==> src/rtl/srpc_pkg.sv <==
// shared types, constants and tables for the reflector pair center finder
package srpc_pkg;

  // scan and rotation sizing
  localparam int MAX_SAMPLES     = 4096;
  localparam int CORDIC_STEPS    = 16;
  localparam int STEPS_PER_STAGE = 2;
  localparam int CORDIC_STAGES   = (CORDIC_STEPS + STEPS_PER_STAGE - 1) / STEPS_PER_STAGE;

  // field widths
  localparam int INT_W     = 16;
  localparam int RNG_W     = 16;
  localparam int SEP_W     = 12;
  localparam int ANG_W     = 32;
  localparam int STEP_W    = 31;
  localparam int OUT_IDX_W = 12;
  localparam int CTR_W     = 17;

  localparam int IDX_W  = $clog2(MAX_SAMPLES);
  localparam int CNT_W  = $clog2(MAX_SAMPLES + 1);
  localparam int DIST_W = (IDX_W > SEP_W) ? IDX_W : SEP_W;

  // fixed point
  localparam int GAIN_W                = 30;
  localparam logic [GAIN_W-1:0] GAIN_Q30 = 30'd652032874;
  localparam int FRAC_BITS             = 14;
  localparam int RND_SHIFT             = 16;
  localparam int RMUL_W                = RNG_W + GAIN_W;
  localparam int AMUL_W                = IDX_W + STEP_W;
  localparam int XY_W                  = 34;
  localparam int Z_W                   = 34;
  localparam int SUM_W                 = XY_W + 1;
  localparam int OUT_LIMIT             = 65535;

  localparam int ATAN_W = 30;
  localparam logic [ATAN_W-1:0] ATAN_TAB [32] = '{
    30'd536870912, 30'd316933406, 30'd167458907, 30'd85005780, 30'd42667331,
    30'd21354465,  30'd10679838,  30'd5340245,   30'd2670163,  30'd1335087,
    30'd667544,    30'd333772,    30'd166886,    30'd83443,    30'd41722,
    30'd20861,     30'd10430,     30'd5215,      30'd2608,     30'd1304,
    30'd652,       30'd326,       30'd163,       30'd81,       30'd41,
    30'd20,        30'd10,        30'd5,         30'd3,        30'd1,
    30'd1,         30'd0
  };

  // pipeline stage positions
  localparam int ST_SNAP    = 0;
  localparam int ST_MUL     = 1;
  localparam int ST_PREP    = 2;
  localparam int ST_ROT0    = 3;
  localparam int NUM_STAGES = ST_ROT0 + CORDIC_STAGES;

  // register port
  localparam int REG_IDX_W = 3;
  localparam int ADDR_W    = REG_IDX_W + 2;
  localparam int DATA_W    = 32;

  typedef enum logic [REG_IDX_W-1:0] {
    REG_THRESHOLD  = 3'd0,
    REG_SEPARATION = 3'd1,
    REG_START      = 3'd2,
    REG_STEP       = 3'd3,
    REG_FLOOR      = 3'd4,
    REG_CEILING    = 3'd5
  } cfg_reg_t;

  localparam logic [INT_W-1:0]  RST_THRESHOLD  = 16'd8000;
  localparam logic [SEP_W-1:0]  RST_SEPARATION = 12'd10;
  localparam logic [ANG_W-1:0]  RST_START      = 32'd0;
  localparam logic [STEP_W-1:0] RST_STEP       = 31'd0;
  localparam logic [RNG_W-1:0]  RST_FLOOR      = 16'd0;
  localparam logic [RNG_W-1:0]  RST_CEILING    = 16'd65535;

  typedef struct packed {
    logic [INT_W-1:0]  thresh_level;
    logic [SEP_W-1:0]  leg_separation;
    logic [ANG_W-1:0]  start_angle;
    logic [STEP_W-1:0] angle_step;
    logic [RNG_W-1:0]  range_floor;
    logic [RNG_W-1:0]  range_ceiling;
  } cfg_t;

  // what travels beside the coordinate math
  typedef struct packed {
    logic             det;
    logic [IDX_W-1:0] i1;
    logic [IDX_W-1:0] i2;
  } side_t;

  // end-of-scan capture
  typedef struct packed {
    side_t            side;
    logic [RNG_W-1:0] r1;
    logic [RNG_W-1:0] r2;
  } snap_t;

endpackage

==> src/rtl/srpc_cfg.sv <==
// configuration register file behind the apb-style port
module srpc_cfg
  import srpc_pkg::*;
(
  input  logic              clk,
  input  logic              rst,
  input  logic              psel,
  input  logic              penable,
  input  logic              pwrite,
  input  logic [ADDR_W-1:0] paddr,
  input  logic [DATA_W-1:0] pwdata,
  output logic [DATA_W-1:0] prdata,
  output logic              pready,
  output cfg_t              cfg
);

  cfg_reg_t reg_sel;
  logic     wr_en;

  assign pready  = 1'b1;
  assign reg_sel = cfg_reg_t'(paddr[ADDR_W-1:2]);
  assign wr_en   = psel && penable && pwrite && pready;

  always_ff @(posedge clk) begin
    if (rst) begin
      cfg.thresh_level   <= RST_THRESHOLD;
      cfg.leg_separation <= RST_SEPARATION;
      cfg.start_angle    <= RST_START;
      cfg.angle_step     <= RST_STEP;
      cfg.range_floor    <= RST_FLOOR;
      cfg.range_ceiling  <= RST_CEILING;
    end else if (wr_en) begin
      unique case (reg_sel)
        REG_THRESHOLD:  cfg.thresh_level   <= pwdata[INT_W-1:0];
        REG_SEPARATION: cfg.leg_separation <= pwdata[SEP_W-1:0];
        REG_START:      cfg.start_angle    <= pwdata[ANG_W-1:0];
        REG_STEP:       cfg.angle_step     <= pwdata[STEP_W-1:0];
        REG_FLOOR:      cfg.range_floor    <= pwdata[RNG_W-1:0];
        REG_CEILING:    cfg.range_ceiling  <= pwdata[RNG_W-1:0];
        default: ;
      endcase
    end
  end

  always_comb begin
    unique case (reg_sel)
      REG_THRESHOLD:  prdata = DATA_W'(cfg.thresh_level);
      REG_SEPARATION: prdata = DATA_W'(cfg.leg_separation);
      REG_START:      prdata = DATA_W'(cfg.start_angle);
      REG_STEP:       prdata = DATA_W'(cfg.angle_step);
      REG_FLOOR:      prdata = DATA_W'(cfg.range_floor);
      REG_CEILING:    prdata = DATA_W'(cfg.range_ceiling);
      default:        prdata = '0;
    endcase
  end

endmodule

==> config.mk <==
export PLATFORM = sky130hd
export DESIGN_NAME = srpc_cfg
export DESIGN_NICKNAME = d
export VERILOG_FILES = /design/src/rtl/srpc_pkg.sv /design/src/rtl/srpc_cfg.sv
export SDC_FILE = /design/constraint.sdc
export NUM_CORES = 1
export LEC_CHECK = 0
export ABC_AREA = 1
export ABC_CLOCK_PERIOD_IN_PS = 2400
export BUFFER_PORTS_ARGS = -buffer_cell sky130_fd_sc_hd__buf_4
export CORE_UTILIZATION = 35
export CTS_CLUSTER_SIZE = 20
export DETAILED_ROUTE_END_ITERATION = 8
export PLACE_DENSITY = 0.68
export SYNTH_ARGS = -nofsm -noshare
export SYNTH_HDL_FRONTEND = slang
export SYNTH_SLANG_ARGS = --single-unit
==> constraint.sdc <==
create_clock -name clk -period 2.4 [get_ports clk]
set_input_delay 0.72 -clock clk [delete_from_list [all_inputs] [get_ports clk]]
set_output_delay 0.72 -clock clk [all_outputs]
set_load 0.05 [all_outputs]
==> results.json <==
{
  "drt-initial-drc-count": 555,
  "ys_types": 23,
  "ios": 198,
  "yosys-top-cells-count": "nor2_1 (253), nand2_1 (240), dfxtp_1 (123), nand3_1 (110), inv_1 (79)",
  "fin_crit_sh_pct": 99.6,
  "postSynth.asyncResetShare_pct": 0,
  "seqCellArea_um2": 2460,
  "drt-pass1-iter-count": 8,
  "postRouteAntennaNets": 0,
  "crit_arrival_ns": 1.67,
  "synth.top_cell.area_share_pct": 40.2,
  "gp_congestion": 0.855,
  "hold_path.class": "reg -> reg",
  "max_freq_mhz": 418,
  "numCtsBuffers": 17,
  "via_per_inst": 4.89,
  "cpLargestDelayFamily": "buffers and inverters",
  "rows": 47,
  "setup_viol": 0,
  "reg_top3": "cfg: 123 flops",
  "placedCellCount": 1351,
  "areaGrowthSynthToFinish_pct": 45.6,
  "cts_tree": "yes",
  "endpoint_kind": "primary output",
  "grt_use_total_pct": 23.5,
  "crit_start": "paddr[2]",
  "synth_compound_area_share_pct": 2.54,
  "grt_pass1_vias": 5896,
  "netlist_area_um2": 6120,
  "start_util_pct": 36.4,
  "p_leak_nw": 4.15,
  "clock_sinks": 123,
  "final-hold-violation-count": 0,
  "final_util_pct": 53.0,
  "largest_register": "cfg",
  "synthFlopType": "dfxtp_1",
  "final_nets": 1199,
  "synth-simple-area-share_pct": 46.1,
  "synth.most_common_cell": "nor2_1",
  "routedWlPerCell_um": 15.6,
  "drive_gt1_share_pct": 29.0,
  "maxCapViolCount": 0,
  "largest_reg_flops": 123,
  "clock_path_buffers": 2,
  "htree_levels": 4,
  "crit-reg2reg-launch": "cfg[19]",
  "hp-start": "cfg[115]",
  "die-area_um2": 18000,
  "worstSetupPathType": "in -> out",
  "vias": 6795,
  "antenna_found_initial": 0,
  "start_kind": "primary input",
  "slew_headroom_pct": 60.8,
  "path_cells": "buf_8, buf_4, nand3_4, o21ai_1, buf_6",
  "synth_largest_area_cell": "dfxtp_1",
  "nFillCells": 1709,
  "muxShareOfSynthArea_pct": 0,
  "grt_pass1_wl_um": 32600,
  "synthesis.nets": 1006,
  "multiInputGateArea_um2": 3170,
  "ys_ff_latch": 123,
  "path_buf_inv": 3,
  "portBuffers": 194,
  "required_ns": 1.68,
  "insertedDiodeCount": 0,
  "cts.clk_slew.worst_paths_ns": 0.06,
  "synth_fa_ha_area_share_pct": 0,
  "synth_top_family_by_area": "simple AND/OR/NAND/NOR gates",
  "maxSlewViolCount": 0,
  "die_w_um": 134,
  "synth_area_per_cell_um2": 6.35,
  "core_area_um2": 16800,
  "synth_edf_count": 0,
  "synthCells": 964,
  "worstSkewPairLatency_ns": 0.41,
  "design_area_um2": 8910,
  "crit_fanout": 9,
  "place_hpwl_um": 14800,
  "die_y_um": 134,
  "drc": 0,
  "yosysWarnings": 0,
  "synth_seq_area_share_pct": 40.2,
  "synth_area_leaders": "dfxtp_1 (40%), nor2_1 (16%), nand2_1 (15%)",
  "cp_slowest_stage_delay_ns": 0.22,
  "outcome": "finished, final reports clean",
  "synthXorXnorAreaFrac_pct": 0,
  "wl_um": 21700,
  "stdcell_count": 1390,
  "grt_max_degree": 124,
  "clock_skew_ns": 0,
  "rsz0062_at_grt": "true",
  "min_period_ns": 2.39,
  "overflow": 0,
  "p_per_area_nw_per_um2": 599,
  "place_area_um2": 7950,
  "cts-root-buf": "clkbuf_16",
  "crit_slowest_cell": "o21ai_1",
  "worst_slew_pin_slew_ns": 0.588,
  "worst_ir_drop_vdd_uv": 454
}
## layout by cell type (no fill, tap or decap), drive strengths merged
master and count:
nor2 263, nand2 242, buf 238, dfxtp 123, nand3 114, inv 82
nand4 41, o21ai 31, clkbuf 22, clkinv 7, clkinvlp 3, bufinv 2
conb 1, bufbuf 1
## power breakdown
group          total, mW  switching, mW  internal, mW
registers           2.09         0.0244          2.07
logic              0.741          0.488         0.253
clock network       2.50          0.944          1.55
total               5.33           1.46          3.88
## metrics by stage
step	power, mW	setup TNS (ns)	hold slack [ns]	setup slack (ns)
after floorplan	2.56	-2.95	0.696	-0.241
after global placement	2.81	-1.51	0.476	-0.0819
after detailed placement	2.81	-1.83	0.481	-0.103
after CTS	5.34	-0.0201	0.492	-0.00835
after global routing	5.52	-0.215	0.507	-0.0357
final	5.33	0	0.491	0.00954
## worst min-delay path: stages, from the launching register on
cell	delay [ns]
dfxtp_1	0.32
nand2_1	0.07
nand3_1	0.05
## path summary, 6_finish.rpt
check,depth (start not counted),slack (ns),end
max,5,0.01,prdata[20]
min,2,0.49,cfg[115]
max reg2reg,2,1.73,cfg[19]
min reg2reg,2,0.49,cfg[115]
## metal layers
layer / share of wire (%) / GRT usage, % / routed length, µm
met1: 43 / 30.7 / 9230
met2: 48 / 37.3 / 10400
met3: 6.3 / 5.06 / 1360
met4: 3.1 / 10.3 / 668
met5: 0 / 0 / 0
## final cells by class
type	instances	area share, %
Sequential cell	123	27.6
Clock inverter	10	1.33
Clock buffer	22	5.10
Multi-Input combinational cell	692	35.6
Tap cell	220	3.09
Timing Repair Buffer	239	23.5
Inverter	84	3.72
## cell families after synthesis
logic type | Yosys count
buffers and inverters | 150
other | 1
AOI/OAI and AO/OA | 31
DFF | 123
and+or+nand+nor | 659
## repair_timing
item	4_1_cts	5_1_grt
buffers inserted	5	1
pin swaps	3	5
cloned	3	0
hold buffers	0	0
endpoints found under the setup margin	32	31
resized for setup	42	49
Note: power is estimated with default switching activity, not from simulation.
