--- src/rtl/srpc_pkg.sv ---
// shared types, constants and tables for the reflector pair center finder
package srpc_pkg;

  // scan and rotation sizing
  localparam int MAX_SAMPLES     = 4096;
  localparam int CORDIC_STEPS    = 16;
  localparam int STEPS_PER_STAGE = 2;
  localparam int CORDIC_STAGES   = (CORDIC_STEPS + STEPS_PER_STAGE - 1) / STEPS_PER_STAGE;

  // field widths
  localparam int INT_W     = 16;
  localparam int RNG_W     = 16;
  localparam int SEP_W     = 12;
  localparam int ANG_W     = 32;
  localparam int STEP_W    = 31;
  localparam int OUT_IDX_W = 12;
  localparam int CTR_W     = 17;

  localparam int IDX_W  = $clog2(MAX_SAMPLES);
  localparam int CNT_W  = $clog2(MAX_SAMPLES + 1);
  localparam int DIST_W = (IDX_W > SEP_W) ? IDX_W : SEP_W;

  // fixed point
  localparam int GAIN_W                = 30;
  localparam logic [GAIN_W-1:0] GAIN_Q30 = 30'd652032874;
  localparam int FRAC_BITS             = 14;
  localparam int RND_SHIFT             = 16;
  localparam int RMUL_W                = RNG_W + GAIN_W;
  localparam int AMUL_W                = IDX_W + STEP_W;
  localparam int XY_W                  = 34;
  localparam int Z_W                   = 34;
  localparam int SUM_W                 = XY_W + 1;
  localparam int OUT_LIMIT             = 65535;

  localparam int ATAN_W = 30;
  localparam logic [ATAN_W-1:0] ATAN_TAB [32] = '{
    30'd536870912, 30'd316933406, 30'd167458907, 30'd85005780, 30'd42667331,
    30'd21354465,  30'd10679838,  30'd5340245,   30'd2670163,  30'd1335087,
    30'd667544,    30'd333772,    30'd166886,    30'd83443,    30'd41722,
    30'd20861,     30'd10430,     30'd5215,      30'd2608,     30'd1304,
    30'd652,       30'd326,       30'd163,       30'd81,       30'd41,
    30'd20,        30'd10,        30'd5,         30'd3,        30'd1,
    30'd1,         30'd0
  };

  // pipeline stage positions
  localparam int ST_SNAP    = 0;
  localparam int ST_MUL     = 1;
  localparam int ST_PREP    = 2;
  localparam int ST_ROT0    = 3;
  localparam int NUM_STAGES = ST_ROT0 + CORDIC_STAGES;

  // register port
  localparam int REG_IDX_W = 3;
  localparam int ADDR_W    = REG_IDX_W + 2;
  localparam int DATA_W    = 32;

  typedef enum logic [REG_IDX_W-1:0] {
    REG_THRESHOLD  = 3'd0,
    REG_SEPARATION = 3'd1,
    REG_START      = 3'd2,
    REG_STEP       = 3'd3,
    REG_FLOOR      = 3'd4,
    REG_CEILING    = 3'd5
  } cfg_reg_t;

  localparam logic [INT_W-1:0]  RST_THRESHOLD  = 16'd8000;
  localparam logic [SEP_W-1:0]  RST_SEPARATION = 12'd10;
  localparam logic [ANG_W-1:0]  RST_START      = 32'd0;
  localparam logic [STEP_W-1:0] RST_STEP       = 31'd0;
  localparam logic [RNG_W-1:0]  RST_FLOOR      = 16'd0;
  localparam logic [RNG_W-1:0]  RST_CEILING    = 16'd65535;

  typedef struct packed {
    logic [INT_W-1:0]  thresh_level;
    logic [SEP_W-1:0]  leg_separation;
    logic [ANG_W-1:0]  start_angle;
    logic [STEP_W-1:0] angle_step;
    logic [RNG_W-1:0]  range_floor;
    logic [RNG_W-1:0]  range_ceiling;
  } cfg_t;

  // what travels beside the coordinate math
  typedef struct packed {
    logic             det;
    logic [IDX_W-1:0] i1;
    logic [IDX_W-1:0] i2;
  } side_t;

  // end-of-scan capture
  typedef struct packed {
    side_t            side;
    logic [RNG_W-1:0] r1;
    logic [RNG_W-1:0] r2;
  } snap_t;

endpackage

--- src/rtl/srpc_scan.sv ---
// per-scan leg search and end-of-scan capture
module srpc_scan
  import srpc_pkg::*;
(
  input  logic             clk,
  input  logic             rst,
  input  logic             accept,
  input  logic [INT_W-1:0] intensity,
  input  logic [RNG_W-1:0] range_mm,
  input  logic             range_finite,
  input  logic             last_sample,
  input  cfg_t             cfg,
  output snap_t            snap
);

  logic [CNT_W-1:0] sample_count;
  logic             first_found, second_found, first_range_ok, second_range_ok;
  logic [IDX_W-1:0] first_leg_pos, second_leg_pos;
  logic [RNG_W-1:0] first_leg_range, second_leg_range;

  logic             first_found_next, second_found_next;
  logic             first_range_ok_next, second_range_ok_next;
  logic [IDX_W-1:0] idx, gap;
  logic             in_window, reflective, range_ok, take_first, take_second;

  assign idx        = sample_count[IDX_W-1:0];
  assign gap        = idx - first_leg_pos;
  assign in_window  = sample_count < CNT_W'(MAX_SAMPLES);
  assign reflective = intensity >= cfg.thresh_level;
  assign range_ok   = range_finite && (range_mm >= cfg.range_floor)
                      && (range_mm <= cfg.range_ceiling);

  assign take_first  = in_window && reflective && !second_found && !first_found;
  assign take_second = in_window && reflective && !second_found && first_found
                       && (DIST_W'(gap) >= DIST_W'(cfg.leg_separation));

  assign first_found_next     = first_found || take_first;
  assign second_found_next    = second_found || take_second;
  assign first_range_ok_next  = take_first ? range_ok : first_range_ok;
  assign second_range_ok_next = take_second ? range_ok : second_range_ok;

  // view of the scan including the current sample
  always_comb begin
    snap.side.det = first_found_next && second_found_next
                    && first_range_ok_next && second_range_ok_next;
    snap.side.i1  = take_first ? idx : first_leg_pos;
    snap.side.i2  = take_second ? idx : second_leg_pos;
    snap.r1       = take_first ? range_mm : first_leg_range;
    snap.r2       = take_second ? range_mm : second_leg_range;
  end

  always_ff @(posedge clk) begin
    if (rst) begin
      sample_count    <= '0;
      first_found     <= 1'b0;
      second_found    <= 1'b0;
      first_range_ok  <= 1'b0;
      second_range_ok <= 1'b0;
    end else if (accept) begin
      if (last_sample) begin
        sample_count    <= '0;
        first_found     <= 1'b0;
        second_found    <= 1'b0;
        first_range_ok  <= 1'b0;
        second_range_ok <= 1'b0;
      end else begin
        if (in_window) begin
          sample_count <= CNT_W'(sample_count + 1'b1);
        end
        first_found     <= first_found_next;
        second_found    <= second_found_next;
        first_range_ok  <= first_range_ok_next;
        second_range_ok <= second_range_ok_next;
      end
    end
  end

  always_ff @(posedge clk) begin
    if (accept && take_first) begin
      first_leg_pos   <= idx;
      first_leg_range <= range_mm;
    end
    if (accept && take_second) begin
      second_leg_pos   <= idx;
      second_leg_range <= range_mm;
    end
  end

`ifndef NO_ASSERTIONS
  a_clear_after_end: assert property (@(posedge clk) disable iff (rst)
    accept && last_sample |=> sample_count == '0 && !first_found && !second_found)
    else $error("scan state not cleared after last sample");

  a_leg_order: assert property (@(posedge clk) disable iff (rst)
    second_found |-> first_found)
    else $error("second leg without first leg");

  a_count_bound: assert property (@(posedge clk) disable iff (rst)
    sample_count <= CNT_W'(MAX_SAMPLES))
    else $error("sample count past the scan limit");
`endif

endmodule

--- config.mk ---
export PLATFORM = sky130hd
export DESIGN_NAME = srpc_scan
export DESIGN_NICKNAME = d
export VERILOG_FILES = /design/src/rtl/srpc_pkg.sv /design/src/rtl/srpc_scan.sv
export SDC_FILE = /design/constraint.sdc
export NUM_CORES = 1
export LEC_CHECK = 0
export BUFFER_PORTS_ARGS = -buffer_cell sky130_fd_sc_hd__clkbuf_2
export CELL_PAD_IN_SITES_DETAIL_PLACEMENT = 0
export CELL_PAD_IN_SITES_GLOBAL_PLACEMENT = 1
export CORE_MARGIN = 5
export CORE_UTILIZATION = 36
export CTS_CLUSTER_DIAMETER = 100
export DETAILED_ROUTE_END_ITERATION = 10
export HOLD_SLACK_MARGIN = 0.1
export MAX_ROUTING_LAYER = met4
export PLACE_DENSITY_LB_ADDON = 0.1
export SLEW_MARGIN = 20
export SYNTH_ARGS = -nofsm -noshare
export SYNTH_HDL_FRONTEND = slang
export SYNTH_SLANG_ARGS = --single-unit
--- constraint.sdc ---
create_clock -name clk -period 7.75 [get_ports clk]
set_input_delay 0.775 -clock clk [delete_from_list [all_inputs] [get_ports clk]]
set_output_delay 0.775 -clock clk [all_outputs]
set_load 0.01 [all_outputs]
==> results of run 1 <==
worst max-delay path: stages, from the launching register on:
cell	delay (ns)
dfxtp_1	0.55
ha_1	0.29
nor2b_1	0.14
o31a_1	0.27
or4_1	0.46
a31o_2	0.25
o41a_1	0.33
xnor2_1	0.15
ha_1	0.30
nand4_1	0.15
or4_1	0.54
o22ai_1	0.33
o21ai_2	0.13
nor3_4	0.34
buf_4	0.38
mux2_2	0.39
clkbuf_2	0.13
final cells by class:
type / count / area (sq um) / area share [%]
tap: 180 / 225 / 3.51
inverter: 75 / 282 / 4.39
timing repair buffer: 157 / 796 / 12.4
sequential: 73 / 2020 / 31.5
clock inverter: 5 / 32.5 / 0.507
multi-input combinational: 347 / 2820 / 43.9
clock buffer: 11 / 243 / 3.78
sequential cells by signal, indices dropped and copies added (netlist names), 12 cells and up:
register / count
first_leg_range: 16
second_leg_range: 16
second_leg_pos: 12
sample_count: 13
first_leg_pos: 12
synth_stat cells, types with 2 or more instances:
cell	count
nor4_1	5
nor3_1	9
xnor2_1	10
clkbuf_1	3
o211ai_1	7
dfxtp_1	17
nand2_1	24
ha_1	72
nand2b_1	4
a31o_2	2
or4_1	2
nand3_1	19
o41ai_1	2
mux2_2	46
inv_1	74
a21o_1	8
and3_1	5
or3_1	4
buf_6	2
a211o_1	2
a2111oi_0	2
o21a_1	6
xor2_1	9
o21ai_0	21
nor2_1	30
nor2b_1	3
edfxtp_1	56
a21oi_1	23
a21boi_0	3
nand4_1	10
kinds of logic after synthesis:
family | Yosys count | share of synthesized area, %
flops | 73 | 39.2
buf+inv | 82 | 6.34
compound gates | 88 | 11.4
mux | 46 | 10.1
simple gates | 121 | 11.9
fa+ha+maj | 73 | 17.9
xor+xnor | 19 | 3.23
per-stage QoR:
stage	utilization [%]	hold WS, ns	setup WS, ns	instances
after floorplan	-	0.464	1.05	502
after global placement	44.1	0.489	1.78	832
after detailed placement	44.1	0.493	1.74	832
after CTS	46.1	0.501	1.37	848
after global routing	46.1	0.530	1.20	848
final	46.1	0.508	1.49	848
metal layers:
metal / global-route usage (%) / wire length (microns) / part of all wire, % / vias up
li1: - / - / - / 2148
met1: 19.4 / 5930 / 46 / 1913
met5: - / 0 / 0 / -
met3: 3.46 / 610 / 4.7 / 11
met2: 26.5 / 6250 / 48 / 103
met4: 3.30 / 128 / 0.99 / 0
power breakdown:
part | total, mW | switching [mW] | internal (mW) | leakage [nW]
combinational | 0.203 | 0.114 | 0.0891 | 2.21
sequential | 0.435 | 0.00404 | 0.431 | 0.675
clock | 0.382 | 0.158 | 0.224 | 0.128
total | 1.02 | 0.276 | 0.744 | 3.01
final timing paths:
check | endpoint
worst min register to register | second_range_ok
worst max register to register | second_leg_pos[9]
worst max-delay path | snap[13]
worst min-delay path | second_range_ok
==> summary.txt, run 1 <==
Layout
  • Finished Cell Area: approximately 0.0064 sq mm
  • Most common cell after layout, fill and taps aside: clkbuf_2
  • Nets: 896
  • Antenna diodes: 0
  • Share of post-route cells with drive strength above 1: 33.8%
  • Leading cell types in the layout, fill and taps excluded: clkbuf_2, inv_1, ha_1
  • Fillers: around 1,400
  • Area grow syn2layout: 24.5%

Placement
  • Input/output buffers: between 150 and 200
  • Routability cong.: approximately 0.81
  • Placement Cell Area: roughly 0.006 sq mm
  • HPWL after detailed placement: 10,400 microns

Synth
  • Post-Syn Area per Cell: 10.3 sq um
  • Register bit total from synthesis: between 70 and 80
  • Dominant cell type by area after synthesis: edfxtp_1
  • Synth top area cells: edfxtp_1, ha_1, mux2_2, dfxtp_1, inv_1
  • Post-synth EDFFs: 56
  • Prevailing post-synth register cell: edfxtp_1
  • Seq/Total Area, Yosys: 39.2%
  • Syn Nets: between 700 and 800
  • Synth async-reset ratio: 0%
  • Cell area after synthesis: 0.00515 sq mm
  • Synth Instances: between 500 and 600
  • Ys Warns: 0
  • Count of cell types in the netlist: 52
  • Yosys top cell area share: between 30% and 40%

Min path
  • Hold depth: 2
  • Min-delay src: second_range_ok
  • Worst hold path class: reg2reg

GRT
  • GRT Total Usage: around 16%
  • GRT overflow: 0
  • Pin count of the biggest net entering global routing: 24
  • Initial antenna violation count: 0
  • Vias in the first global route: around 4,300
  • First-pass GRT wire length: between 20,000 and 25,000 microns

Setup path
  • Flop2flop setup slack: 2.34 ns
  • Setup crit start: sample_count[1]
  • Crit. End Element: primary output
  • Setup crit start kind: flop
  • Worst r2r src: sample_count[1]
  • Crit-path max FO: 21
  • CP required: between 6 and 7 ns
  • Crit path arrival time: about 5.5 ns
  • Cells on worst reg2reg path: 14
  • Crit Path Category: reg2out

Floorplanning
  • Die Area: ~0.017 sq mm
  • Starting Density: a little under two fifths
  • I/O Pins: ~220
  • Rows: 43
  • CORE AREA: 0.0139 sq mm
  • Die Width: 130 microns
  • DIE HEIGHT: 130 microns

Route
  • DRC viols: 0
  • Count of antenna-violating nets left after detailed routing: 0
  • Wirelength per Cell: ~15 microns
  • Vias post-DR: between 4,000 and 5,000
  • Final wirelength: 12,900 microns
  • First drt pass iteration count: 7
  • Detailed Route Iter0 Violations: 102
  • Vias per inst: 4.92

Clocking
  • Worst skew pair latency: between 0.3 and 0.4 ns
  • Post-cts resize count: 0
  • TritonCTS clock tree: built
  • Clock sink count: 73
  • Clk root buf: clkbuf_16
  • Clock tree buffer depth: 2
  • TritonCTS buffer count: 9
  • Reg clk slew, reported paths: 0.06 ns
  • # hold bufs at CTS: 0
  • Post-CTS Setup Bufs: 0
  • Htree depth: 3

Timing
  • Fin Clk Skew: between 0.009 and 0.01 ns
  • Slew headroom: between 30 and 40%
  • Slew @ Worst Pin: roughly 0.9 ns
  • Setup-failing EPs final: 0
  • Fin Setup TNS: 0 ns
  • Unrepaired setup endpoints after global routing: no
  • Tcrit/Tclk final: about 81%
  • Tmin final: approximately 6.3 ns
  • F_max: around 160 MHz
  • Final Hold Vio Count: 0
  • Max-slew violations: 0

Run status
  • Outcome: complete, no violations

Power
  • Leak: 3.01 nW
  • VDD IR-drop max: 87.1 uV
  • Final Power: approximately 1 mW
  • PwrDens: ~160 mW/mm^2

Job
  • Max Cap Violations: 0
Power figures use the tool's default switching activity.
==> run 2, diff against run 1 <==
- CORE_UTILIZATION: 36 -> 33
- clock period: 7.75 -> 5.56 ns (I/O delays scaled with it)
==> summary.txt, run 2 (synthesized netlist as in run 1, its figures left out) <==
Setup path
  • FF-to-FF End: second_leg_pos[6] (was second_leg_pos[9])
  • CP top delay family: simple AND/OR/NAND/NOR gates (unchanged)
  • Crit. End Element: primary output (unchanged)
  • Setup crit start: first_leg_pos[1] (was sample_count[1])
  • Flop2flop setup slack: 1.20 ns (was 2.34 ns)
  • Setup crit start kind: flop (unchanged)
  • Cells on worst reg2reg path: 16 (was 14)
  • CP max-delay cell: or4_4 (was dfxtp_1)
  • CP bufs+invs: 5 (was 2)
  • Critical path's largest stage delay: 0.44 ns (was 0.55 ns)
  • Critical path cell sequence: inv_2, ha_1, nor2b_1, o31a_1, or4_4, a31o_2, o41a_1, xnor2_1, ha_1, nand4_1, or4_1, o22ai_2, buf_4, o21ai_2, nor3_4, buf_4, buf_12, mux2_2, clkbuf_2 (was ha_1, nor2b_1, o31a_1, or4_1, a31o_2, o41a_1, xnor2_1, ha_1, nand4_1, or4_1, o22ai_1, o21ai_2, nor3_4, buf_4, mux2_2, clkbuf_2)
  • Crit-path max FO: 11 (was 21)
  • Worst path depth: 19 (was 16)
  • CP required: 5.00 ns (was 6.97 ns)
  • Crit Path Category: reg2out (unchanged)
  • Crit path arrival time: 4.79 ns (was 5.48 ns)
  • Worst r2r src: first_leg_pos[1] (was sample_count[1])

Floorplanning
  • Die Width: 135 microns (was 130 microns)
  • Rows: 45 (was 43)
  • Starting Density: 33.8% (was 37.0%)
  • I/O Pins: 217 (unchanged)
  • Die Area: 0.0182 sq mm (was 0.0168 sq mm)
  • CORE AREA: 0.0153 sq mm (was 0.0139 sq mm)
  • DIE HEIGHT: 135 microns (was 130 microns)

Layout
  • Share of post-route cells with drive strength above 1: 35.3% (was 33.8%)
  • Antenna diodes: 0 (unchanged)
  • Largest registers: first_leg_range (16), second_leg_range (16), sample_count (13) (unchanged)
  • Area grow syn2layout: 27.9% (was 24.5%)
  • Non-filler instance count after layout: 889 (was 848)
  • Most common cell after layout, fill and taps aside: clkbuf_2 (unchanged)
  • Nets: 906 (was 896)
  • Leading cell types in the layout, fill and taps excluded: clkbuf_2, inv_1, ha_1 (unchanged)
  • Finished Cell Area: 0.00659 sq mm (was 0.00642 sq mm)

Timing
  • Final hold slack: 0.475 ns (was 0.508 ns)
  • Final Hold Vio Count: 0 (unchanged)
  • Slew @ Worst Pin: 0.647 ns (was 0.899 ns)
  • Fin Setup TNS: 0 ns (unchanged)
  • F_max: ~190 MHz
  • Max-slew violations: 0 (unchanged)
  • Tcrit/Tclk final: 96.2%
  • Tmin final: about 5.3 ns
  • Fin Clk Skew: 0.00584 ns (was 0.00963 ns)
  • Setup-failing EPs final: 0 (unchanged)
  • Slew headroom: 56.8% (was 39.6%)
  • Unrepaired setup endpoints after global routing: no (unchanged)

Placement
  • Routability cong.: 0.821 (was 0.806)
  • HPWL after detailed placement: 10,500 microns (was 10,400 microns)
  • Placed Instances: 869 (was 832)
  • Placement Cell Area: 0.00625 sq mm (was 0.00614 sq mm)
  • Input/output buffers: 153 (unchanged)

Run status
  • Outcome: complete, no violations (unchanged)

Power
  • Final Power: 1.44 mW (was 1.02 mW)
  • Leak: 3.08 nW (was 3.01 nW)
  • VDD IR-drop max: 117 uV (was 87.1 uV)
  • PwrDens: 218 mW/mm^2 (was 159 mW/mm^2)

Clocking
  • Clock sink count: 73 (unchanged)
  • Clk root buf: clkbuf_16 (unchanged)
  • Worst skew pair latency: 0.33 ns (about the same)
  • Htree depth: 3 (unchanged)
  • TritonCTS buffer count: 9 (unchanged)
  • # hold bufs at CTS: 0 (unchanged)
  • Reg clk slew, reported paths: 0.06 ns (about the same)
  • Clock tree buffer depth: 2 (unchanged)
  • TritonCTS clock tree: built (unchanged)

Min path
  • Worst hold path class: in2reg (was reg2reg)
  • WHS Endpoint: second_leg_range[0] (was second_range_ok)
  • Min-delay src: range_mm[0] (was second_range_ok)
  • Hold depth: 1 (was 2)

Route
  • Wirelength per Cell: 15.0 microns (was 15.2 microns)
  • Vias per inst: 4.72 (was 4.92)
  • First drt pass iteration count: 4 (was 7)
  • Detailed Route Iter0 Violations: 109 (was 102)
  • Final wirelength: 13,400 microns (was 12,900 microns)
  • DRC viols: 0 (unchanged)
  • Count of antenna-violating nets left after detailed routing: 0 (unchanged)
  • Vias post-DR: 4,197 (was 4,175)

GRT
  • GRT Total Usage: 15.1% (was 15.7%)
  • Initial antenna violation count: 0 (unchanged)
  • Vias in the first global route: 4,267 (was 4,271)
  • GRT overflow: 0 (unchanged)
  • First-pass GRT wire length: 21,200 microns (was 20,400 microns)
  • Pin count of the biggest net entering global routing: 24 (unchanged)

Job
  • Max Cap Violations: 0 (unchanged)
run 2: power breakdown:
part / internal, mW / switching, mW / total (mW)
Sequential: 0.601 / 0.00506 / 0.606
Combinational: 0.127 / 0.162 / 0.289
Clock: 0.326 / 0.214 / 0.541
run 2: worst max path at each step:
stage | to | slack, ns
3_5_place_dp | snap[14] | 0.38
2_1_floorplan | second_leg_pos[0] | 0.11
6_report | snap[5] | 0.21
4_1_cts | snap[14] | 0.01
5_1_grt | snap[14] | 0.04
3_3_place_gp | snap[12] | 0.44
run 2: what timing repair did:
item | 4_1_cts | 5_1_grt
endpoints found under the setup margin | 0 | 29
setup buffers | 0 | 3
gates resized for setup | 0 | 6
run 2: metrics by stage:
stage | utilization, % | setup slack (ns)
6_report | 43.2 | 0.212
5_1_grt | 43.2 | 0.0411
4_1_cts | 42.8 | 0.00951
3_5_place_dp | 40.9 | 0.378
3_3_place_gp | 40.9 | 0.442
2_1_floorplan | - | 0.108
run 2: final cells by class:
type | instances | area [sq um]
timing repair buffer | 167 | 905
fill | 1521 | 8670
sequential | 73 | 2020
tap | 211 | 264
clock buffer | 14 | 264
inverter | 75 | 282
multi-input combinational | 347 | 2840
clock inverter | 2 | 12.5
run 2: metal layers:
layer	track usage [%]	vias up	part of all wire, %
li1	-	2163	-
met1	18.4	1910	45
met2	25.0	111	48
met3	4.06	13	6.2
met4	3.92	0	1.4
met5	-	-	0
