--- src/rtl/srpc_pkg.sv ---
// shared types, constants and tables for the reflector pair center finder
package srpc_pkg;

  // scan and rotation sizing
  localparam int MAX_SAMPLES     = 4096;
  localparam int CORDIC_STEPS    = 16;
  localparam int STEPS_PER_STAGE = 2;
  localparam int CORDIC_STAGES   = (CORDIC_STEPS + STEPS_PER_STAGE - 1) / STEPS_PER_STAGE;

  // field widths
  localparam int INT_W     = 16;
  localparam int RNG_W     = 16;
  localparam int SEP_W     = 12;
  localparam int ANG_W     = 32;
  localparam int STEP_W    = 31;
  localparam int OUT_IDX_W = 12;
  localparam int CTR_W     = 17;

  localparam int IDX_W  = $clog2(MAX_SAMPLES);
  localparam int CNT_W  = $clog2(MAX_SAMPLES + 1);
  localparam int DIST_W = (IDX_W > SEP_W) ? IDX_W : SEP_W;

  // fixed point
  localparam int GAIN_W                = 30;
  localparam logic [GAIN_W-1:0] GAIN_Q30 = 30'd652032874;
  localparam int FRAC_BITS             = 14;
  localparam int RND_SHIFT             = 16;
  localparam int RMUL_W                = RNG_W + GAIN_W;
  localparam int AMUL_W                = IDX_W + STEP_W;
  localparam int XY_W                  = 34;
  localparam int Z_W                   = 34;
  localparam int SUM_W                 = XY_W + 1;
  localparam int OUT_LIMIT             = 65535;

  localparam int ATAN_W = 30;
  localparam logic [ATAN_W-1:0] ATAN_TAB [32] = '{
    30'd536870912, 30'd316933406, 30'd167458907, 30'd85005780, 30'd42667331,
    30'd21354465,  30'd10679838,  30'd5340245,   30'd2670163,  30'd1335087,
    30'd667544,    30'd333772,    30'd166886,    30'd83443,    30'd41722,
    30'd20861,     30'd10430,     30'd5215,      30'd2608,     30'd1304,
    30'd652,       30'd326,       30'd163,       30'd81,       30'd41,
    30'd20,        30'd10,        30'd5,         30'd3,        30'd1,
    30'd1,         30'd0
  };

  // pipeline stage positions
  localparam int ST_SNAP    = 0;
  localparam int ST_MUL     = 1;
  localparam int ST_PREP    = 2;
  localparam int ST_ROT0    = 3;
  localparam int NUM_STAGES = ST_ROT0 + CORDIC_STAGES;

  // register port
  localparam int REG_IDX_W = 3;
  localparam int ADDR_W    = REG_IDX_W + 2;
  localparam int DATA_W    = 32;

  typedef enum logic [REG_IDX_W-1:0] {
    REG_THRESHOLD  = 3'd0,
    REG_SEPARATION = 3'd1,
    REG_START      = 3'd2,
    REG_STEP       = 3'd3,
    REG_FLOOR      = 3'd4,
    REG_CEILING    = 3'd5
  } cfg_reg_t;

  localparam logic [INT_W-1:0]  RST_THRESHOLD  = 16'd8000;
  localparam logic [SEP_W-1:0]  RST_SEPARATION = 12'd10;
  localparam logic [ANG_W-1:0]  RST_START      = 32'd0;
  localparam logic [STEP_W-1:0] RST_STEP       = 31'd0;
  localparam logic [RNG_W-1:0]  RST_FLOOR      = 16'd0;
  localparam logic [RNG_W-1:0]  RST_CEILING    = 16'd65535;

  typedef struct packed {
    logic [INT_W-1:0]  thresh_level;
    logic [SEP_W-1:0]  leg_separation;
    logic [ANG_W-1:0]  start_angle;
    logic [STEP_W-1:0] angle_step;
    logic [RNG_W-1:0]  range_floor;
    logic [RNG_W-1:0]  range_ceiling;
  } cfg_t;

  // what travels beside the coordinate math
  typedef struct packed {
    logic             det;
    logic [IDX_W-1:0] i1;
    logic [IDX_W-1:0] i2;
  } side_t;

  // end-of-scan capture
  typedef struct packed {
    side_t            side;
    logic [RNG_W-1:0] r1;
    logic [RNG_W-1:0] r2;
  } snap_t;

endpackage

--- src/rtl/srpc_mid.sv ---
// rounded midpoint of two q14 coordinates, saturated to the output range
module srpc_mid
  import srpc_pkg::*;
(
  input  logic signed [XY_W-1:0]  a,
  input  logic signed [XY_W-1:0]  b,
  output logic signed [CTR_W-1:0] mid
);

  logic signed [SUM_W-1:0] sum, half, hi, lo;

  always_comb begin
    hi   = SUM_W'(OUT_LIMIT);
    lo   = -hi;
    sum  = SUM_W'(a) + SUM_W'(b) + SUM_W'(2**FRAC_BITS);
    half = sum >>> (FRAC_BITS + 1);
    if (half > hi) begin
      mid = hi[CTR_W-1:0];
    end else if (half < lo) begin
      mid = lo[CTR_W-1:0];
    end else begin
      mid = half[CTR_W-1:0];
    end
  end

endmodule
--- config.mk ---
export PLATFORM = sky130hd
export DESIGN_NAME = srpc_mid
export DESIGN_NICKNAME = d
export VERILOG_FILES = /design/src/rtl/srpc_pkg.sv /design/src/rtl/srpc_mid.sv
export SDC_FILE = /design/constraint.sdc
export NUM_CORES = 1
export LEC_CHECK = 0
export ABC_AREA = 1
export CAP_MARGIN = 20
export CORE_MARGIN = 4
export CORE_UTILIZATION = 55
export DETAILED_ROUTE_END_ITERATION = 8
export DONT_BUFFER_PORTS = 1
export PLACE_DENSITY = 0.8
export REMOVE_ABC_BUFFERS = 1
export SYNTH_ARGS = -nofsm -noshare
export SYNTH_HDL_FRONTEND = slang
export SYNTH_SLANG_ARGS = --single-unit
--- constraint.sdc ---
create_clock -name vclk -period 5.7
set_clock_uncertainty 0.2 [all_clocks]
set_input_delay 0.57 -clock vclk [all_inputs]
set_output_delay 0.57 -clock vclk [all_outputs]
set_load 0.02 [all_outputs]
==> results of run 1 <==
## critical path: cells and delay by family
| kind | cells | cell delay, ps |
|---|---|---|
| compound gates | 2 | 420 |
| xor+xnor | 1 | 210 |
| fa+ha+maj | 2 | 670 |
| buf+inv | 2 | 140 |
| simple gates | 8 | 1140 |
## worst max path at each step
stage               startpoint  endpoint  slack [ps]
floorplan                a[21]    mid[0]        2270
global placement         a[19]    mid[0]        1790
detailed placement       a[21]    mid[0]        1820
CTS                      a[21]    mid[0]        1800
global route             a[19]    mid[0]        1510
finish                   a[19]    mid[0]        1770
## cells in the final DEF (no fill, tap or decap), drive strengths merged
cell / netlist / final
a211oi: 1 / 1
a21boi: 1 / 1
a21oi: 27 / 27
a31oi: 2 / 2
and2: 2 / 2
ha: 65 / 65
inv: 95 / 95
nand2: 220 / 220
nand2b: 1 / 1
nand3: 32 / 32
nand3b: 4 / 4
nand4: 13 / 13
nor2: 54 / 54
nor3: 9 / 9
o21ai: 16 / 16
o21bai: 9 / 9
xor2: 1 / 1
## through the flow
stage	hold WS [ps]	setup WS (ps)	std cells	total power, W	util, %
6_report	1350	1770	622	0.000449	58.2
5_1_grt	1380	1510	622	0.000508	58.2
4_1_cts	1350	1800	622	0.000445	58.2
3_5_place_dp	1350	1820	622	0.000443	58.2
3_3_place_gp	1340	1790	622	0.000435	58.2
2_1_floorplan	1320	2270	552	0.000356	-
## per-layer routing
layer | GRT usage [%] | share of wire (%)
met1 | 37.0 | 48
met4 | 2.70 | 1.0
met5 | 0 | 0
met2 | 42.9 | 43
met3 | 1.35 | 7.8
## kinds of logic (layout without fill, tap and decap cells)
| logic type | Yosys count | in the layout | share of synthesized area (%) |
|---|---|---|---|
| simple gates | 335 | 335 | 47.8 |
| buf+inv | 97 | 95 | 12.9 |
| fa+ha+maj | 65 | 65 | 28.0 |
| compound gates | 56 | 56 | 11.0 |
| xor+xnor | 1 | 1 | 0.302 |
## layout make-up
class	count	area (um^2)	area share, %
multi-input combinational	457	2530	85.0
inverter	95	357	12.0
tap	70	87.6	2.95
## power by group through the flow
| stage | clock network, W | logic [W] | registers [W] |
|---|---|---|---|
| 2_1_floorplan | 0 | 0.000356 | 0 |
| 3_3_place_gp | 0 | 0.000435 | 0 |
| 3_5_place_dp | 0 | 0.000443 | 0 |
| 4_1_cts | 0 | 0.000445 | 0 |
| 5_1_grt | 0 | 0.000508 | 0 |
| 6_report | 0 | 0.000449 | 0 |
==> metrics.md, run 1 <==
| Metric | Value |
|---|---|
| Sw Share | `70.9%` |
| Clkbuf count | `0` |
| Worst-Margin Slew | `422 ps` |
| Hpwl dp | `7530 um` |
| Net total in the final layout | `687` |
| CP max-delay cell | `ha_1` |
| Clk pwr share | `0%` |
| Initial Util | `56.8%` |
| Vias post-DR | `3325` |
| Die span in y | `slightly above 80 um` |
| Crit-path max cell delay | `400 ps` |
| Core area | `about 5100 um^2` |
| Cell area after synthesis | `between 2000 and 3000 um^2` |
| Post-CTS Repair Setup Buffers | `0` |
| Avg WL per Cell | `approximately 13 um` |
| Seq cells | `0` |
| Arrival time worst endpoint | `3160 ps` |
| ANT cells | `0` |
| PD cells | `151 nW/um^2` |
| Worst Hold Path EP | `mid[16]` |
| CP max FO | `16` |
| Final setup violation count | `0` |
| Setup CP Type | `primary input to primary output` |
| Pre-antenna DRT Iters | `5` |
| Overall die area | `6500 um^2` |
| Port-buffer cells | `0` |
| Synthesis warning total | `0` |
| Layout cells sized above 1 | `2.54%` |
| Cell Int Power | `0.000131 W` |
| Required time worst endpoint | `4930 ps` |
| Final slew viol count | `0` |
| Setup crit end kind | `primary output` |
| Maxcap violations | `0` |
| Maximum VDD drop | `0.0862 mV` |
| Min-Delay Path Depth | `4` |
| Period utilisation layout | `approximately 69%` |
| Outcome | `finished, final reports clean` |
| Filler instances | `567` |
| HP Class | `primary input to primary output` |
| Most frequent cell on the critical path | `nand2_1` |
| Cell taking the most area after synthesis | `nand2_1` |
| Post-cts resize count | `0` |
| CP cell instances | `ha_1 -> ha_1 -> nand2_1 -> nand2_1 -> inv_1 -> o21ai_0 -> inv_1 -> nand2_1 -> a21oi_1 -> nand2_1 -> nand2_1 -> nand2_1 -> xor2_1 -> nand2_1 -> nand3_1` |
| Final Cell Area | `between 2000 and 3000 um^2` |
| Final setup TNS | `0 ps` |
| Vias in the first global route | `around 3000` |
| Total wire length | `8270 um` |
| Gp weighted congestion | `0.934` |
| Via-to-Cell Ratio | `5.35` |
| Share of the synthesized area in the top cell type | `roughly 28%` |
| Grt total ovfl | `0` |
| Crit path launch type | `primary input` |
| Relative slew slack | `71.8%` |
| Overall global routing resource usage | `25.6%` |
| Routed Antenna Nets | `0` |
| FF/Latch Area | `0 um^2` |
| Net load switching power | `0.000318 W` |
| Synth top area cells | `nand2_1 (28%), ha_1 (28%), inv_1 (12%)` |
| Cells after Synth | `554` |
| Top post-synthesis cells by count | `nand2_1 (218), inv_1 (89), ha_1 (65)` |
| # rows | `26` |
| Initial antenna violation count | `0` |
| Min Tclk post-route | `3930 ps` |
| Most frequent cell after synthesis | `nand2_1` |
| First-pass GRT wire length | `about 13000 um` |
| Synth-to-layout area growth | `2.37%` |
| Sequential-to-total area share from yosys stat | `0%` |
| LEAKAGE | `1.83 nW` |
| Largest net degree at the start of global routing | `17` |
| # DRC | `0` |
| RSZ-0062 raised after global routing | `no` |
| Top Ports | `85` |
| DP Area | `2970 um^2` |
| Combinational power share | `between 90% and 100%` |
| Fmax | `around 0.25 GHz` |
| Hold Fails Final Rpt | `0` |
| Hold_buf cts | `0` |
| Distinct cells, synth | `28` |
| 1st-iter DRT viols | `228` |
| Syn Area/Cell | `5.24 um^2` |
| Sequential Power Share | `0%` |
| Min-delay src | `b[33]` |
| Die X | `80.6 um` |
Power figures use the tool's default switching activity.
==> run 2: changes to the inputs <==
--- a/config.mk
+++ b/config.mk
@@ -5,13 +5,13 @@
 export SDC_FILE = /design/constraint.sdc
 export NUM_CORES = 1
 export LEC_CHECK = 0
-export ABC_AREA = 1
+export ABC_AREA = 0
 export CAP_MARGIN = 20
 export CORE_MARGIN = 4
 export CORE_UTILIZATION = 55
 export DETAILED_ROUTE_END_ITERATION = 8
 export DONT_BUFFER_PORTS = 1
-export PLACE_DENSITY = 0.8
+export PLACE_DENSITY = 0.83
 export REMOVE_ABC_BUFFERS = 1
 export SYNTH_ARGS = -nofsm -noshare
 export SYNTH_HDL_FRONTEND = slang
==> constraint.sdc (replaced) <==
create_clock -name vclk -period 3.4
set_clock_uncertainty 0.2 [all_clocks]
set_input_delay 0.34 -clock vclk [all_inputs]
set_output_delay 0.34 -clock vclk [all_outputs]
set_load 0.02 [all_outputs]
==> run 2 against run 1 <==
The run now fails in global routing (5_1_grt). Synthesized area shrank 10%. Synthesized cell count is 35% lower.
==> metrics.md, run 2 <==
| Metric | Value |
|---|---|
| Exit stage | `global routing (5_1_grt)` |
| Die X | `76.9 um` |
| Distinct cells, synth | `68` |
| Most frequent cell after synthesis | `ha_1` |
| Hold_buf cts | `0` |
| Cells after Synth | `360` |
| Top post-synthesis cells by count | `ha_1 (65), nand2_1 (43), nor2_1 (31)` |
| Outcome | `aborted with a tool error` |
| Cell area after synthesis | `2610 um^2` |
| Cell taking the most area after synthesis | `ha_1` |
| # rows | `24` |
| Hpwl dp | `6670 um` |
| Top Ports | `85` |
| Synth top area cells | `ha_1 (31%), nand2_1 (6.2%), a21oi_1 (5.6%)` |
| Synthesis warning total | `0` |
| GR repair worst EP | `mid[0]` |
| Worst_ep kind | `top-level output` |
| Die span in y | `just under 80 um` |
| Largest net degree at the start of global routing | `14` |
| Sequential-to-total area share from yosys stat | `0%` |
| Port-buffer cells | `0` |
| Share of the synthesized area in the top cell type | `31.2%` |
| Err | `[ERROR DPL-0038] Utilization greater than 100%, impossible to legalize` |
| Gp weighted congestion | `0.905` |
| Initial Util | `58.3%` |
| Worst slack at placement | `-329 ps` |
| Syn Area/Cell | `around 7.2 um^2` |
## run 2: cell types whose count changed after synthesis, sizes merged, moves of 7 or more
cell / previous run / this run
o211ai: 0 / 9
nor2: 54 / 31
a21o: 0 / 12
o21bai: 9 / 1
inv: 95 / 16
nand3: 32 / 17
nand2: 220 / 44
a21oi: 27 / 34
## run 2: what timing repair did
item | CTS
setup endpoints to repair | 17
pin swaps | 62
setup buffers | 12
resized for setup | 87
## run 2: stage by stage
stage	std cells	hold WS [ps]	instance area [um^2]
2_1_floorplan	351	1020	2550
3_3_place_gp	493	1140	3290
3_5_place_dp	493	1150	3290
4_1_cts	505	1160	4000
## run 2: cells by family after synthesis
logic type	share of synthesized area, %
xor gates and xnor gates	3.36
and+or+nand+nor	26.4
muxes	1.20
adders and majority gates	31.2
AOI/OAI and AO/OA	33.1
buffers and inverters	4.70
==> run 3: changes to the inputs <==
--- a/config.mk
+++ b/config.mk
@@ -8,10 +8,10 @@
 export ABC_AREA = 0
 export CAP_MARGIN = 20
 export CORE_MARGIN = 4
-export CORE_UTILIZATION = 55
+export CORE_UTILIZATION = 40
 export DETAILED_ROUTE_END_ITERATION = 8
 export DONT_BUFFER_PORTS = 1
-export PLACE_DENSITY = 0.83
+export PLACE_DENSITY_LB_ADDON = 0.15
 export REMOVE_ABC_BUFFERS = 1
 export SYNTH_ARGS = -nofsm -noshare
 export SYNTH_HDL_FRONTEND = slang
==> constraint.sdc (replaced) <==
create_clock -name vclk -period 4.4
set_clock_uncertainty 0.2 [all_clocks]
set_input_delay 0.44 -clock vclk [all_inputs]
set_output_delay 0.44 -clock vclk [all_outputs]
set_load 0.02 [all_outputs]
==> run 3 against run 2 <==
The flow now finishes without violations. Synthesized area unchanged. Synthesized cell count unchanged.
==> metrics.md, run 3 <==
| Metric | Value |
|---|---|
| Post-synthesis mux area share | `1.20%` |
| Net total in the final layout | `492` |
| Cell area after synthesis | `~2600 um^2` |
| Avg WL per Cell | `16.3 um` |
| Worst hold slack | `1260 ps` |
| Most common cell after layout, fill and taps aside | `ha_1` |
| 1st-iter DRT viols | `98` |
| Min-delay src | `b[33]` |
| # rows | `29` |
| Top post-synthesis cells by count | `ha_1 (65), nand2_1 (43), nor2_1 (31)` |
| Share of the synthesized area in the top cell type | `31.2%` |
| Metal2 WL | `3410 um` |
| Vias in the first global route | `2606` |
| Worst slack at placement | `258 ps` |
| Grt total ovfl | `0` |
| Largest net degree at the start of global routing | `14` |
| Sequential Power Share | `0%` |
| Layout Utilization | `a little over two fifths` |
| Synth Area in Adders | `a little under a third` |
| Core area | `6350 um^2` |
| Net load switching power | `0.000376 W` |
| Uppermost layer routed | `met4` |
| Post-CTS Repair Setup Buffers | `0` |
| Required time worst endpoint | `3760 ps` |
| Worst Hold Path EP | `mid[8]` |
| Synthesis warning total | `0` |
| Setup crit end kind | `primary output` |
| Sequential-to-total area share from yosys stat | `0%` |
| Synth-to-layout area growth | `3.02%` |
| Most frequent cells in the layout | `ha_1 (65), nand2_1 (43), nor2_1 (31)` |
| PD cells | `219 nW/um^2` |
| Combinational power share | `100.0%` |
| Worst-Margin Slew | `644 ps` |
| Clkbuf count | `0` |
| Die X | `88.8 um` |
| Arrival time worst endpoint | `3460 ps` |
| Cells after Synth | `360` |
| Distinct cells, synth | `68` |
| Hpwl dp | `6240 um` |
| First-pass GRT wire length | `approximately 11000 um` |
| Clk pwr share | `0%` |
| Min Tclk post-route | `4100 ps` |
| Period utilisation layout | `93.2%` |
| Post-cts resize count | `0` |
| Cell Int Power | `0.000212 W` |
| Routed Antenna Nets | `0` |
| Initial Util | `41.1%` |
| Final slew viol count | `0` |
| Syn Area/Cell | `just over 7 um^2` |
| RSZ-0062 raised after global routing | `no` |
| Overall global routing resource usage | `~17%` |
| Crit path launch type | `primary input` |
| Gp weighted congestion | `0.904` |
| Total power | `between 0.0005 and 0.0006 W` |
| Wire length on met3 | `299 um` |
| Outcome | `finished, final reports clean` |
| LEAKAGE | `1.21 nW` |
| Seq cells | `0` |
| Fin worst setup slack | `299 ps` |
| CP max-delay cell | `ha_1` |
| Hold Fails Final Rpt | `0` |
| Post-synthesis compound-gate area fraction | `33.1%` |
| Initial antenna violation count | `0` |
| Pre-antenna DRT Iters | `4` |
| Maxcap violations | `0` |
| Overall die area | `7880 um^2` |
| ANT cells | `0` |
| HP Class | `primary input to primary output` |
| Die span in y | `88.8 um` |
| Final setup violation count | `0` |
| Hold_buf cts | `0` |
| CP cell instances | `ha_1 -> ha_1 -> nand4_1 -> nor4_1 -> nand2_1 -> a211oi_1 -> o31a_1 -> a21oi_1 -> nor4_1 -> nand4_1 -> a32oi_1 -> buf_4` |
| # DRC | `0` |
| Via-to-Cell Ratio | `between 6 and 7` |
| Fmax | `0.244 GHz` |
| Cell taking the most area after synthesis | `ha_1` |
| Met1 wire length | `3150 um` |
| Min-Delay Path Depth | `5` |
| CP max FO | `10` |
| Sw Share | `64.0%` |
| Final setup TNS | `0 ps` |
| Total wire length | `a little over 7000 um` |
| Most frequent cell after synthesis | `ha_1` |
| Largest family of logic cells by synthesized area | `compound AO/OA/AOI/OAI gates` |
| Setup CP Type | `primary input to primary output` |
| Vias post-DR | `2665` |
| Layout cells sized above 1 | `under 10%` |
| Crit-path max cell delay | `about 480 ps` |
| Relative slew slack | `56.6%` |
| Port-buffer cells | `0` |
| FF/Latch Area | `0 um^2` |
| Top Ports | `85` |
| Synth Area in Simple Gates | `26.4%` |
| Xor and xnor area share after synthesis | `under 10%` |
| Synth top area cells | `ha_1 (31%), nand2_1 (6.2%), a21oi_1 (5.6%)` |
| Maximum VDD drop | `0.106 mV` |
[run 3: how the worst max path moves through the flow]
stage                     startpoint     end  slack [ps]
final                          a[25]  mid[0]         300
after global routing           a[25]  mid[0]          10
after CTS                      a[25]  mid[0]         250
after detailed placement       a[25]  mid[0]         260
after global placement         a[25]  mid[0]         250
after floorplan                a[17]  mid[3]         570
[run 3: logic make-up after synthesis]
logic type	after synthesis
AND/OR/NAND/NOR	140
AO/OA/AOI/OAI	117
adder cells (fa/ha/maj)	65
buffers and inverters	25
XOR/XNOR	10
multiplexers	3
[run 3: worst max-delay path, delay by kind of cell]
family                     cells  cell delay (ps)
AOI/OAI and AO/OA              4              850
adders and majority gates      2              750
buffers and inverters          1              170
and+or+nand+nor                5             1240
[run 3: metal layers]
layer	GRT usage, %	up-vias
met5	0	-
met4	3.98	0
met3	0.559	14
met2	32.3	98
met1	22.0	1182
li1	-	1371
[run 3: power groups by stage]
| stage | Clock, W | Sequential (W) | Combinational, W |
|---|---|---|---|
| detailed placement | 0 | 0 | 0.000585 |
| global placement | 0 | 0 | 0.000583 |
| global route | 0 | 0 | 0.000650 |
| CTS | 0 | 0 | 0.000589 |
| floorplan | 0 | 0 | 0.000462 |
| finish | 0 | 0 | 0.000588 |
[run 3: metrics by stage]
step,instance area [um^2],std cells
detailed placement,2690,434
global route,2690,434
CTS,2690,434
floorplan,2550,351
global placement,2690,434
finish,2690,434
[run 3: area by class of cell]
type | count | area (um^2)
Fill cell | 672 | 3660
Multi-Input combinational cell | 335 | 2490
Inverter | 16 | 60.1
Tap cell | 77 | 96.3
Timing Repair Buffer | 6 | 45.0
==> run 4: changes to the inputs <==
==> constraint.sdc (replaced) <==
create_clock -name vclk -period 3.7
set_clock_uncertainty 0.2 [all_clocks]
set_input_delay 0.37 -clock vclk [all_inputs]
set_output_delay 0.37 -clock vclk [all_outputs]
set_load 0.02 [all_outputs]
==> run 4 against run 3 <==
Clock-buffer cell count did not move. Largest power group unchanged. Die area did not move. Global-route usage rose by 2.2 points. Cell count rose by 17%. Critical path type unchanged. Critical path depth fell by 2. Final area rose by 40%. Sequential cell count did not move. Utilization rose by 17 points. Wire length rose by 16%. Highest routed layer unchanged.
==> metrics.md, run 4 (synthesis gave the netlist of run 3 again) <==
| Metric | Value |
|---|---|
| Outcome | `finished, final reports clean` |
| Vias post-DR | `3001` |
| Top Ports | `85` |
| Final Cell Area | `around 3700 um^2` |
| Final setup violation count | `0` |
| CP max FO | `8` |
| Most common cell after layout, fill and taps aside | `buf_4` |
| Relative slew slack | `71.4%` |
| Initial antenna violation count | `0` |
| Die X | `between 80 and 90 um` |
| Clkbuf count | `0` |
| Initial Util | `41.1%` |
| Port-buffer cells | `0` |
| Hpwl dp | `between 6000 and 7000 um` |
| Maximum VDD drop | `roughly 0.15 mV` |
| # DRC | `0` |
| Grt met2 use | `about two fifths` |
| DP Area | `roughly 3200 um^2` |
| Net total in the final layout | `564` |
| ANT cells | `0` |
| # rows | `29` |
| Worst hold slack | `1110 ps` |
| LEAKAGE | `1.61 nW` |
| CP cell instances | `ha_1 -> ha_1 -> buf_4 -> and4_1 -> a211o_4 -> a21o_1 -> a311oi_4 -> nand2_1 -> o21a_4 -> o32a_1` |
| Crit path max-delay family | `compound AO/OA/AOI/OAI gates` |
| Avg WL per Cell | `about 16 um` |
| Setup crit end kind | `primary output` |
| Core area | `6350 um^2` |
| Die span in y | `between 80 and 90 um` |
| Maxcap violations | `0` |
| GRT busiest layer | `met2` |
| Largest net degree at the start of global routing | `14` |
| Final setup TNS | `0 ps` |
| FF/Latch Area | `0 um^2` |
| Vias in the first global route | `2923` |
| PD cells | `276 nW/um^2` |
| Gp weighted congestion | `roughly 0.9` |
| Most frequent cells in the layout | `buf_4 (76), ha_1 (52), nand2_1 (41)` |
| Fmax | `0.276 GHz` |
| Seq cells | `0` |
| Setup CP Type | `primary input to primary output` |
| Pre-antenna DRT Iters | `4` |
| Total wire length | `8200 um` |
| RSZ-0062 raised after global routing | `yes` |
| Total power | `0.00103 W` |
| Worst-Margin Slew | `430 ps` |
| Crit path launch type | `primary input` |
| Arrival time worst endpoint | `around 3000 ps` |
| Routed Antenna Nets | `0` |
| Min Tclk post-route | `3630 ps` |
| HP Class | `primary input to primary output` |
| Crit-path max cell delay | `around 440 ps` |
| CP max-delay cell | `o32a_1` |
| Most frequent cell on the critical path | `ha_1` |
| Via-to-Cell Ratio | `5.93` |
| Final slew viol count | `0` |
| Synth-to-layout area growth | `43.7%` |
| Grt met1 use | `approximately a quarter` |
| Required time worst endpoint | `roughly 3100 ps` |
| GRT met3 Usage | `0.931%` |
| Hold Fails Final Rpt | `0` |
| 1st-iter DRT viols | `101` |
| First-pass GRT wire length | `approximately 13000 um` |
| Overall global routing resource usage | `about a fifth` |
| Period utilisation layout | `98.0%` |
| Overall die area | `7880 um^2` |
| Grt total ovfl | `0` |
| Layout cells sized above 1 | `between 40% and 50%` |
| Buf/Inv on CP | `1` |
==> run 4: repair_timing <==
item / CTS / global route
hold buffers: 0 / 0
endpoints found under the setup margin: 5 / 17
pin swaps: 1 / 38
setup buffers: 0 / 5
gates resized for setup: 6 / 91
cloned: 0 / 1
hold endpoints to repair: 0 / 0
==> run 4: report_power, final <==
part / switching [W] / internal, W / leakage, nW / total [W]
registers: 0 / 0 / 0 / 0
clock network: 0 / 0 / 0 / 0
logic: 0.000561 / 0.000474 / 1.61 / 0.00103
total: 0.000561 / 0.000474 / 1.61 / 0.00103
==> run 4: layout make-up <==
class | instances | area, um^2
fill | 573 | 2600
timing repair buffer | 78 | 587
tap | 77 | 96.3
multi-input combinational | 335 | 3000
inverter | 16 | 62.6
==> run 4: final timing paths <==
path / startpoint / cells past startpoint / end
max: a[26] / 10 / mid[9]
min: b[33] / 5 / mid[8]
==> run 4: stage by stage <==
step                      utilization (%)  instances  worst slack (ps)
final                                59.1        506              74.6
after global routing                 59.1        506             -56.8
after CTS                            50.6        500             -6.18
after detailed placement             50.1        500             -89.8
after global placement               50.1        500              -154
after floorplan                         -        351              13.7
==> run 4: worst min-delay path: stages <==
cell     delay, ps
inv_1           20
ha_1           190
nand3_2        100
nand3_1         70
nand3_1        190
==> run 4: per-layer routing <==
| layer | routed length (um) | up-vias |
|---|---|---|
| met2 | 4310 | 81 |
| met4 | 72 | 0 |
| met3 | 397 | 8 |
| met1 | 3420 | 1391 |
| met5 | 0 | - |
| li1 | - | 1521 |
